--- config.mk ---
export PLATFORM = sky130hd
export DESIGN_NAME = key_value_decimal_parser_core_flat
export DESIGN_NICKNAME = d
export VERILOG_FILES = /design/src/rtl/kvdp_pkg.sv /design/src/rtl/kvdp_in_if.sv /design/src/rtl/kvdp_out_if.sv /design/src/rtl/key_value_decimal_parser_core.sv /design/src/rtl/kvdp_parse.sv /design/src/rtl/kvdp_scale.sv /design/src/flat_wrapper.sv
export SDC_FILE = /design/constraint.sdc
export NUM_CORES = 2
export LEC_CHECK = 0
export ABC_AREA = 1
export BUFFER_PORTS_ARGS = -buffer_cell sky130_fd_sc_hd__buf_2
export CAP_MARGIN = 30
export CORE_MARGIN = 1.5
export CORE_UTILIZATION = 40
export CTS_BUF_LIST = sky130_fd_sc_hd__clkbuf_8
export DETAILED_ROUTE_END_ITERATION = 12
export SYNTH_ARGS = -nofsm -noshare
export SYNTH_HDL_FRONTEND = slang
export SYNTH_SLANG_ARGS = --single-unit
--- constraint.sdc ---
create_clock -name i_clk -period 10.45 [get_ports i_clk]
set_clock_uncertainty 0.05 [all_clocks]
set_input_delay 1.045 -clock i_clk [delete_from_list [all_inputs] [get_ports i_clk]]
set_output_delay 1.045 -clock i_clk [all_outputs]
set_load 0.01 [all_outputs]
--- src/rtl/kvdp_pkg.sv ---
// kvdp_pkg: shared types, widths, character codes and scale table for the
// key/value decimal parser. No dependencies.
package kvdp_pkg;

    localparam int CH_W                = 8;
    localparam int VALUE_W             = 48;
    localparam int INT_W               = 27;
    localparam int FRAC_W              = 20;
    localparam int CNT_W               = 3;
    localparam int MAX_FRACTION_DIGITS = 6;
    localparam int ACC_W               = 30;   // integer_part * 10 + 9 before clamp

    localparam logic [INT_W-1:0]  INT_LIMIT = INT_W'(99999999);
    localparam logic [FRAC_W-1:0] MICRO     = FRAC_W'(1000000);
    localparam logic [CNT_W-1:0]  FRAC_MAX  = CNT_W'(MAX_FRACTION_DIGITS);

    localparam logic [CH_W-1:0] CHAR_NUL   = 8'd0;
    localparam logic [CH_W-1:0] CHAR_MINUS = 8'd45;
    localparam logic [CH_W-1:0] CHAR_DOT   = 8'd46;
    localparam logic [CH_W-1:0] CHAR_ZERO  = 8'd48;
    localparam logic [CH_W-1:0] CHAR_NINE  = 8'd57;
    localparam logic [CH_W-1:0] CHAR_COLON = 8'd58;

    typedef enum logic [2:0] {
        PH_SEEK_COLON  = 3'd0,
        PH_SEEK_NUMBER = 3'd1,
        PH_AFTER_MINUS = 3'd2,
        PH_INTEGER     = 3'd3,
        PH_FRACTION    = 3'd4,
        PH_DONE        = 3'd5
    } t_phase;

    // finished number handed from the parser to the scaler
    typedef struct packed {
        logic [INT_W-1:0]  int_part;
        logic [FRAC_W-1:0] frac_digits;
        logic [CNT_W-1:0]  frac_count;
        logic              negative;
    } t_num;

    // weight of the fraction digits: 10^(6 - count)
    function automatic logic [FRAC_W-1:0] frac_scale(input logic [CNT_W-1:0] cnt);
        logic [FRAC_W-1:0] s;
        begin
            case (cnt)
                3'd0:    s = FRAC_W'(1000000);
                3'd1:    s = FRAC_W'(100000);
                3'd2:    s = FRAC_W'(10000);
                3'd3:    s = FRAC_W'(1000);
                3'd4:    s = FRAC_W'(100);
                3'd5:    s = FRAC_W'(10);
                default: s = FRAC_W'(1);
            endcase
            return s;
        end
    endfunction

endpackage

--- src/rtl/kvdp_in_if.sv ---
// kvdp_in_if: byte input channel (valid/ready plus one text byte).
// Depends on kvdp_pkg.
interface kvdp_in_if;
    logic                      valid;
    logic                      ready;
    logic [kvdp_pkg::CH_W-1:0] ch;
    logic                      start_of_text;

    modport source (output valid, output ch, output start_of_text, input ready);
    modport sink   (input valid, input ch, input start_of_text, output ready);
endinterface

--- src/rtl/kvdp_out_if.sv ---
// kvdp_out_if: result channel (valid/ready plus signed value in millionths).
// Depends on kvdp_pkg.
interface kvdp_out_if;
    logic                                valid;
    logic                                ready;
    logic signed [kvdp_pkg::VALUE_W-1:0] value;

    modport source (output valid, output value, input ready);
    modport sink   (input valid, input value, output ready);
endinterface

--- src/rtl/key_value_decimal_parser_core.sv ---
// key_value_decimal_parser_core: top level of the key/value decimal parser.
// Depends on kvdp_pkg, kvdp_in_if, kvdp_out_if, kvdp_parse, kvdp_scale.
//
//  port    dir  modport  payload                       meaning
//  i_in    in   sink     ch[7:0], start_of_text        one text byte per transaction
//  o_out   out  source   value[47:0] signed            number in millionths, at most one per text
//
// One byte per cycle sustained while i_in.ready is high. A byte is folded
// into the parse state in the cycle it is accepted (multiply-by-ten plus
// saturate). The ending byte loads the number register; the result then
// moves on through the multiply stage into the result register.
// Reset (i_rst_n low, synchronous) clears the parse to "seek colon" and
// empties every stage. Each stage moves when the one after it is empty or
// draining, so input keeps flowing while a result waits on o_out.ready;
// i_in.ready drops only once all three stages hold a number.
module key_value_decimal_parser_core (
    input  logic        i_clk,
    input  logic        i_rst_n,
    kvdp_in_if.sink     i_in,
    kvdp_out_if.source  o_out
);
    import kvdp_pkg::*;

    // finished-number transaction, parser to scaler
    logic num_valid;
    logic num_ready;
    t_num num;

    kvdp_parse u_parse (
        .i_clk       (i_clk),
        .i_rst_n     (i_rst_n),
        .i_in        (i_in),
        .o_num_valid (num_valid),
        .i_num_ready (num_ready),
        .o_num       (num)
    );

    kvdp_scale u_scale (
        .i_clk       (i_clk),
        .i_rst_n     (i_rst_n),
        .i_num_valid (num_valid),
        .o_num_ready (num_ready),
        .i_num       (num),
        .o_out       (o_out)
    );

    // input stalls only with a full pipeline, so a result must be showing
    a_stall_needs_result: assert property (@(posedge i_clk) disable iff (!i_rst_n)
        !i_in.ready |-> o_out.valid)
        else $error("input stalled with no result pending");

    // a NUL that opens a new text always ends it
    a_nul_finishes: assert property (@(posedge i_clk) disable iff (!i_rst_n)
        (i_in.valid && i_in.ready && i_in.start_of_text && (i_in.ch == CHAR_NUL))
        |=> num_valid)
        else $error("NUL at start of text gave no number");

    // magnitude never exceeds 99999999.999999
    a_value_range: assert property (@(posedge i_clk) disable iff (!i_rst_n)
        o_out.valid |-> ((o_out.value <= 48'sd99999999999999) &&
                         (o_out.value >= -48'sd99999999999999)))
        else $error("result out of range");

    // a number sitting in the stage register leaves it only toward the scaler
    a_num_held: assert property (@(posedge i_clk) disable iff (!i_rst_n)
        (num_valid && !num_ready) |=> (num_valid && $stable(num)))
        else $error("number lost between parser and scaler");

endmodule

--- src/rtl/kvdp_parse.sv ---
// kvdp_parse: per-byte parse state machine and number output register.
// Depends on kvdp_pkg, kvdp_in_if.
module kvdp_parse (
    input  logic                i_clk,
    input  logic                i_rst_n,
    kvdp_in_if.sink             i_in,
    output logic                o_num_valid,
    input  logic                i_num_ready,
    output kvdp_pkg::t_num      o_num
);
    import kvdp_pkg::*;

    t_phase            r_phase, n_phase;
    logic [INT_W-1:0]  r_int, n_int;
    logic [FRAC_W-1:0] r_frac, n_frac;
    logic [CNT_W-1:0]  r_cnt, n_cnt;
    logic              r_neg, n_neg;
    logic              r_num_v;
    t_num              r_num;

    t_phase            cur_phase;
    logic [INT_W-1:0]  cur_int;
    logic [FRAC_W-1:0] cur_frac;
    logic [CNT_W-1:0]  cur_cnt;
    logic              cur_neg;
    logic              is_digit;
    logic [3:0]        digit;
    logic [ACC_W-1:0]  int_acc;
    logic [INT_W-1:0]  int_sat;
    logic              finish;
    logic              en;
    logic              accept;

    // output register free or draining
    assign en          = !r_num_v || i_num_ready;
    assign i_in.ready  = en;
    assign accept      = i_in.valid && en;
    assign o_num_valid = r_num_v;
    assign o_num       = r_num;

    always_comb begin
        // start of text clears the parse before the byte is handled
        cur_phase = i_in.start_of_text ? PH_SEEK_COLON : r_phase;
        cur_int   = i_in.start_of_text ? '0 : r_int;
        cur_frac  = i_in.start_of_text ? '0 : r_frac;
        cur_cnt   = i_in.start_of_text ? '0 : r_cnt;
        cur_neg   = i_in.start_of_text ? 1'b0 : r_neg;

        is_digit = (i_in.ch >= CHAR_ZERO) && (i_in.ch <= CHAR_NINE);
        digit    = 4'(i_in.ch - CHAR_ZERO);
        int_acc  = ACC_W'(cur_int) * ACC_W'(10) + ACC_W'(digit);
        int_sat  = (int_acc > ACC_W'(INT_LIMIT)) ? INT_LIMIT : int_acc[INT_W-1:0];

        n_phase = cur_phase;
        n_int   = cur_int;
        n_frac  = cur_frac;
        n_cnt   = cur_cnt;
        n_neg   = cur_neg;
        finish  = 1'b0;

        unique case (cur_phase)
            PH_SEEK_COLON: begin
                if (i_in.ch == CHAR_NUL) begin
                    finish = 1'b1;
                end else if (i_in.ch == CHAR_COLON) begin
                    n_phase = PH_SEEK_NUMBER;
                end
            end
            PH_SEEK_NUMBER: begin
                if (i_in.ch == CHAR_NUL) begin
                    finish = 1'b1;
                end else if (i_in.ch == CHAR_MINUS) begin
                    n_phase = PH_AFTER_MINUS;
                end else if (is_digit) begin
                    n_int   = int_sat;
                    n_phase = PH_INTEGER;
                end
            end
            PH_AFTER_MINUS: begin
                if (is_digit) begin
                    n_neg   = 1'b1;
                    n_int   = int_sat;
                    n_phase = PH_INTEGER;
                end else if (i_in.ch == CHAR_DOT) begin
                    n_phase = PH_FRACTION;
                end else begin
                    finish = 1'b1;
                end
            end
            PH_INTEGER: begin
                if (is_digit) begin
                    n_int = int_sat;
                end else if (i_in.ch == CHAR_DOT) begin
                    n_phase = PH_FRACTION;
                end else begin
                    finish = 1'b1;
                end
            end
            PH_FRACTION: begin
                if (is_digit && (cur_cnt < FRAC_MAX)) begin
                    n_frac = FRAC_W'(cur_frac * FRAC_W'(10)) + FRAC_W'(digit);
                    n_cnt  = cur_cnt + CNT_W'(1);
                end else begin
                    finish = 1'b1;
                end
            end
            PH_DONE: begin
                // bytes ignored until next text
            end
            default: begin
                n_phase = PH_DONE;
            end
        endcase

        if (finish) begin
            n_phase = PH_DONE;
        end
    end

    always_ff @(posedge i_clk) begin
        if (!i_rst_n) begin
            r_phase <= PH_SEEK_COLON;
            r_int   <= '0;
            r_frac  <= '0;
            r_cnt   <= '0;
            r_neg   <= 1'b0;
            r_num_v <= 1'b0;
        end else if (en) begin
            r_num_v <= accept && finish;
            if (accept) begin
                r_phase <= n_phase;
                r_int   <= n_int;
                r_frac  <= n_frac;
                r_cnt   <= n_cnt;
                r_neg   <= n_neg;
            end
        end
    end

    always_ff @(posedge i_clk) begin
        if (accept && finish) begin
            r_num.int_part    <= cur_int;
            r_num.frac_digits <= cur_frac;
            r_num.frac_count  <= cur_cnt;
            r_num.negative    <= cur_neg;
        end
    end

endmodule

--- src/rtl/kvdp_scale.sv ---
// kvdp_scale: two-stage conversion of a parsed number to millionths
// (multiply stage, then signed sum into the result register).
// Depends on kvdp_pkg, kvdp_out_if.
module kvdp_scale (
    input  logic                i_clk,
    input  logic                i_rst_n,
    input  logic                i_num_valid,
    output logic                o_num_ready,
    input  kvdp_pkg::t_num      i_num,
    kvdp_out_if.source          o_out
);
    import kvdp_pkg::*;

    localparam int PI_W = INT_W + FRAC_W;   // 47 bits
    localparam int PF_W = FRAC_W + FRAC_W;  // 40 bits

    logic              r_mul_v;
    logic [PI_W-1:0]   r_prod_int;
    logic [PF_W-1:0]   r_prod_frac;
    logic              r_mul_neg;
    logic              r_out_v;
    logic [VALUE_W-1:0] r_value;

    logic              en_out;
    logic              en_mul;
    logic [VALUE_W-1:0] a_x;
    logic [VALUE_W-1:0] b_x;
    logic [VALUE_W-1:0] n_value;

    assign en_out      = !r_out_v || o_out.ready;
    assign en_mul      = !r_mul_v || en_out;
    assign o_num_ready = en_mul;

    // -(a+b) = ~a + ~b + 2
    always_comb begin
        a_x     = VALUE_W'(r_prod_int)  ^ {VALUE_W{r_mul_neg}};
        b_x     = VALUE_W'(r_prod_frac) ^ {VALUE_W{r_mul_neg}};
        n_value = a_x + b_x + (r_mul_neg ? VALUE_W'(2) : VALUE_W'(0));
    end

    always_ff @(posedge i_clk) begin
        if (!i_rst_n) begin
            r_mul_v <= 1'b0;
            r_out_v <= 1'b0;
        end else begin
            if (en_mul) begin
                r_mul_v <= i_num_valid;
            end
            if (en_out) begin
                r_out_v <= r_mul_v;
            end
        end
    end

    always_ff @(posedge i_clk) begin
        if (en_mul && i_num_valid) begin
            r_prod_int  <= PI_W'(i_num.int_part) * PI_W'(MICRO);
            r_prod_frac <= PF_W'(i_num.frac_digits) * PF_W'(frac_scale(i_num.frac_count));
            r_mul_neg   <= i_num.negative;
        end
        if (en_out && r_mul_v) begin
            r_value <= n_value;
        end
    end

    assign o_out.valid = r_out_v;
    assign o_out.value = r_value;

endmodule

--- src/flat_wrapper.sv ---
// flat-port wrapper written by rule: the top's interface ports become plain ports
module key_value_decimal_parser_core_flat import kvdp_pkg::*;
  (i_clk, i_rst_n, i_in_valid, i_in_ch, i_in_start_of_text, i_in_ready, o_out_valid, o_out_value, o_out_ready);
  kvdp_in_if i_in_i ();
  kvdp_out_if o_out_i ();
  input  logic i_clk;
  input  logic i_rst_n;
  input wire logic [$bits(i_in_i.valid)-1:0] i_in_valid;
  input wire logic [$bits(i_in_i.ch)-1:0] i_in_ch;
  input wire logic [$bits(i_in_i.start_of_text)-1:0] i_in_start_of_text;
  output wire logic [$bits(i_in_i.ready)-1:0] i_in_ready;
  output wire logic [$bits(o_out_i.valid)-1:0] o_out_valid;
  output wire logic [$bits(o_out_i.value)-1:0] o_out_value;
  input wire logic [$bits(o_out_i.ready)-1:0] o_out_ready;
  assign i_in_i.valid = i_in_valid;
  assign i_in_i.ch = i_in_ch;
  assign i_in_i.start_of_text = i_in_start_of_text;
  assign i_in_ready = i_in_i.ready;
  assign o_out_valid = o_out_i.valid;
  assign o_out_value = o_out_i.value;
  assign o_out_i.ready = o_out_ready;
  key_value_decimal_parser_core u_core (.i_clk(i_clk), .i_rst_n(i_rst_n), .i_in(i_in_i), .o_out(o_out_i));
endmodule
==> impl_results.md <==
* Total power per unit cell area at 94.7 mW/mm^2
* Final min period at 9270 ps
* Clk Latency, worst-skew pair at 610 ps
* HPWL Detailed at 74.2 mm
* Number of synthesized flops with an enable pin at 181
* DR pass1 iterations at 5
* Row count at 107
* Crit path launch type: register
* Share of cells above drive strength 1 at 5.17%
* HP Class: reg -> reg
* Clock sink count at 238
* Routability congestion estimate at 1.03
* Global routing's busiest layer: met2
* Asr flop ratio synth at 0%
* Yosys reg bits at 238
* Setup TNS at 0 ps
* Met2 Use GR at 31.7%
* Initial DRC Count at 1554
* Initial antenna violation count at 5
* Gr ovfl total at 0
* WP data required at 10760 ps
* Area after DPL at 0.0364 mm^2
* Critical Path Max Stage Delay at 760 ps
* Post-CTS Setup Repair Bufs at 0
* Vias per cell at 4.91
* Total power after layout at 3.53 mW
* First-pass GRT wire length at 141 mm
* Drt total wl at 87.8 mm
* CP dominant cell by count: nand2_1
* Max IR drop VDD at 0.0809 mV
* Slowest cell on the critical path: edfxtp_1
* Die footprint at 0.0886 mm^2
* Final Core Density at 43.6%
* Nets at 5163
* Kind of critical path: reg -> reg
* Unrepaired setup endpoints after global routing: false
* Avg Cell Area, Syn at 8.22 um^2
* Max-cap violations at 0
* Synth warn at 0
* Final Hold Violating Endpoints at 0
* Ports at 63
* Worst slew pin tran at 1040 ps
* Initial Util at 40.6%
* Routing usage on met3 at 2.98%
* CTS Buf Count at 44
* Flop-to-flop setup slack at 1180 ps
* Tcrit/Tclk final at 88.7%
* Critical Path AT at 9580 ps
* Worst path top cell family by delay: adder cells
* Synthesis-to-layout area growth at 7.49%
* Outcome: finished clean
* Met1 usage at 27.9%
* Slew headroom at 30.5%
* Number of library cell types mapped by synthesis at 57
* Hold-fix buffers, CTS at 0
* Final setup viols at 0
* Max clock buf depth at 3
* Clock-pin slew on the worst setup and hold paths at 60 ps
* Vias in the first global route at 26300
* Number of port buffers at 62
* Slew Limit Fails at 0
* Cell Area, Synth at 0.0347 mm^2
* Sequential share of the synthesized area at 18.9%
* Die Ht at 298 um
* Synthesized Nets at 5107
* Die Wd at 298 um
* Synth Instances at 4224
* Max H-tree Level at 2
* GRT Resource Usage Total at 19.9%
* Fmax at 0.108 GHz
* Pleak at 19.3 nW
* CTS root buffer: clkbuf_8
* Crit path max fanout at 23
* CTS tree: yes
* Crit end category: register
* Wire per inst at 16.1 um
* DRC errors left at 0
* Post-CTS sizing at 0
* ANT nets after route at 0
* Largest net degree at the start of global routing at 68
* Final Cell Area at 0.0373 mm^2
* WP buf/inv at 9
* Routed vias at 26800
* Post-synth top flop: edfxtp_1
* Core area at 0.0855 mm^2
[synth_stat cells, drive strengths merged, types with 12 or more instances]
cell type | n | area share, %
inv | 926 | 10
xor2 | 174 | 4.4
buf | 15 | 0.23
clkinv | 14 | 0.15
nor2 | 423 | 4.8
nand4 | 32 | 0.59
ha | 476 | 17
dfxtp | 57 | 3.3
a21oi | 253 | 3.7
a31oi | 26 | 0.47
clkbuf | 52 | 0.56
o211ai | 13 | 0.28
fa | 394 | 23
o21a | 12 | 0.26
nand2 | 752 | 8.3
xnor2 | 62 | 1.6
o21ai | 143 | 2.1
nor3 | 26 | 0.40
edfxtp | 181 | 16
nand3 | 114 | 1.7
[path summary, 6_finish.rpt]
kind                                  from                              to  cells after the start
setup / recovery   u_core.u_parse.o_num[3]  u_core.u_scale.r_prod_frac[38]                     38
hold / removal    u_core.u_parse.r_frac[9]        u_core.u_parse.r_frac[9]                      2
setup reg to reg   u_core.u_parse.o_num[3]  u_core.u_scale.r_prod_frac[38]                     38
hold reg to reg   u_core.u_parse.r_frac[9]        u_core.u_parse.r_frac[9]                      2
[worst register-to-register path: cells and delay by family (launching register included)]
kind | cells | cell delay (ps)
xor gates and xnor gates | 1 | 80
AOI/OAI and AO/OA | 5 | 770
buffers and inverters | 9 | 1520
adders and majority gates | 8 | 3710
and+or+nand+nor | 15 | 2130
DFF | 1 | 760
[stage by stage]
| step | setup WS, ps | std cells | hold WS (ps) |
|---|---|---|---|
| floorplan | 2450 | 4224 | 350 |
| global placement | 1550 | 5376 | 404 |
| detailed placement | 1330 | 5378 | 407 |
| CTS | 1310 | 5457 | 417 |
| global route | 567 | 5459 | 435 |
| finish | 1180 | 5460 | 415 |
[power by group]
group          leakage [nW]  switching (mW)  internal (mW)
Sequential             2.13          0.0186           1.10
Clock                 0.501           0.442          0.561
Combinational          16.6           0.888          0.526
Total                  19.3            1.35           2.19
[layout make-up]
type,instances,area (um^2)
clock buffers,45,619
well taps,1144,1430
flip-flops and latches,238,6580
multi-input cells,2979,24400
repair buffers,77,455
diodes,3,7.51
inverters,940,3530
clock inverters,34,345
fillers,8593,48200
[placed cells by master, fill, tap and decap left out, drive strengths merged, types with 2 or more instances in the layout]
| cell | synthesis | layout |
|---|---|---|
| nor2 | 423 | 423 |
| clkbuf | 52 | 45 |
| nand4 | 32 | 32 |
| clkinvlp | 0 | 3 |
| ha | 476 | 476 |
| o22ai | 2 | 2 |
| a21boi | 8 | 8 |
| nand2 | 752 | 752 |
| nor4 | 4 | 4 |
| buf | 15 | 77 |
| dfxtp | 57 | 57 |
| o21bai | 8 | 8 |
| o31ai | 3 | 3 |
| o2111ai | 2 | 2 |
| a21oi | 253 | 253 |
| diode | 0 | 3 |
| o311ai | 2 | 2 |
| edfxtp | 181 | 181 |
| o21a | 12 | 12 |
| a211oi | 6 | 6 |
| bufinv | 0 | 6 |
| fa | 394 | 394 |
| xnor2 | 62 | 62 |
| or2 | 5 | 5 |
| inv | 926 | 933 |
| nand3 | 114 | 114 |
| and2 | 3 | 3 |
| clkinv | 14 | 32 |
| a221oi | 10 | 10 |
| o221ai | 6 | 6 |
| nand3b | 6 | 6 |
| o21ai | 143 | 143 |
| a21o | 8 | 8 |
| xor2 | 174 | 174 |
| o211ai | 13 | 13 |
| nor3 | 26 | 26 |
| a31oi | 26 | 26 |
[metal layers]
layer	vias up	share of wire, %	wire length, um
met5	-	0.032	28
met3	152	5.2	4600
met2	594	45	39200
met4	6	2.9	2580
li1	13400	-	-
met1	12700	47	41400
[kinds of logic (layout without fill, tap and decap cells)]
family	after synthesis	after routing	synth area share, %
buffers and inverters	1007	1096	11.0
adders and majority gates	870	870	39.9
DFF	238	238	18.9
xor gates and xnor gates	236	236	6.00
AOI/OAI and AO/OA	506	506	8.10
other	0	3	0
and+or+nand+nor	1367	1367	16.1
[flip-flops by register name (all words and copies together), names as in the netlist]
signal	flops
u_core.u_parse.o_num	51
u_core.u_parse.o_num_valid	1
u_core.u_parse.r_cnt	3
u_core.u_parse.r_frac	20
u_core.u_parse.r_int	27
u_core.u_parse.r_neg	1
u_core.u_parse.r_phase	3
u_core.u_scale.o_out.valid	1
u_core.u_scale.o_out.value	48
u_core.u_scale.r_mul_neg	1
u_core.u_scale.r_mul_v	1
u_core.u_scale.r_prod_frac	40
u_core.u_scale.r_prod_int	41
No activity file was read; power rests on OpenSTA's default activity.
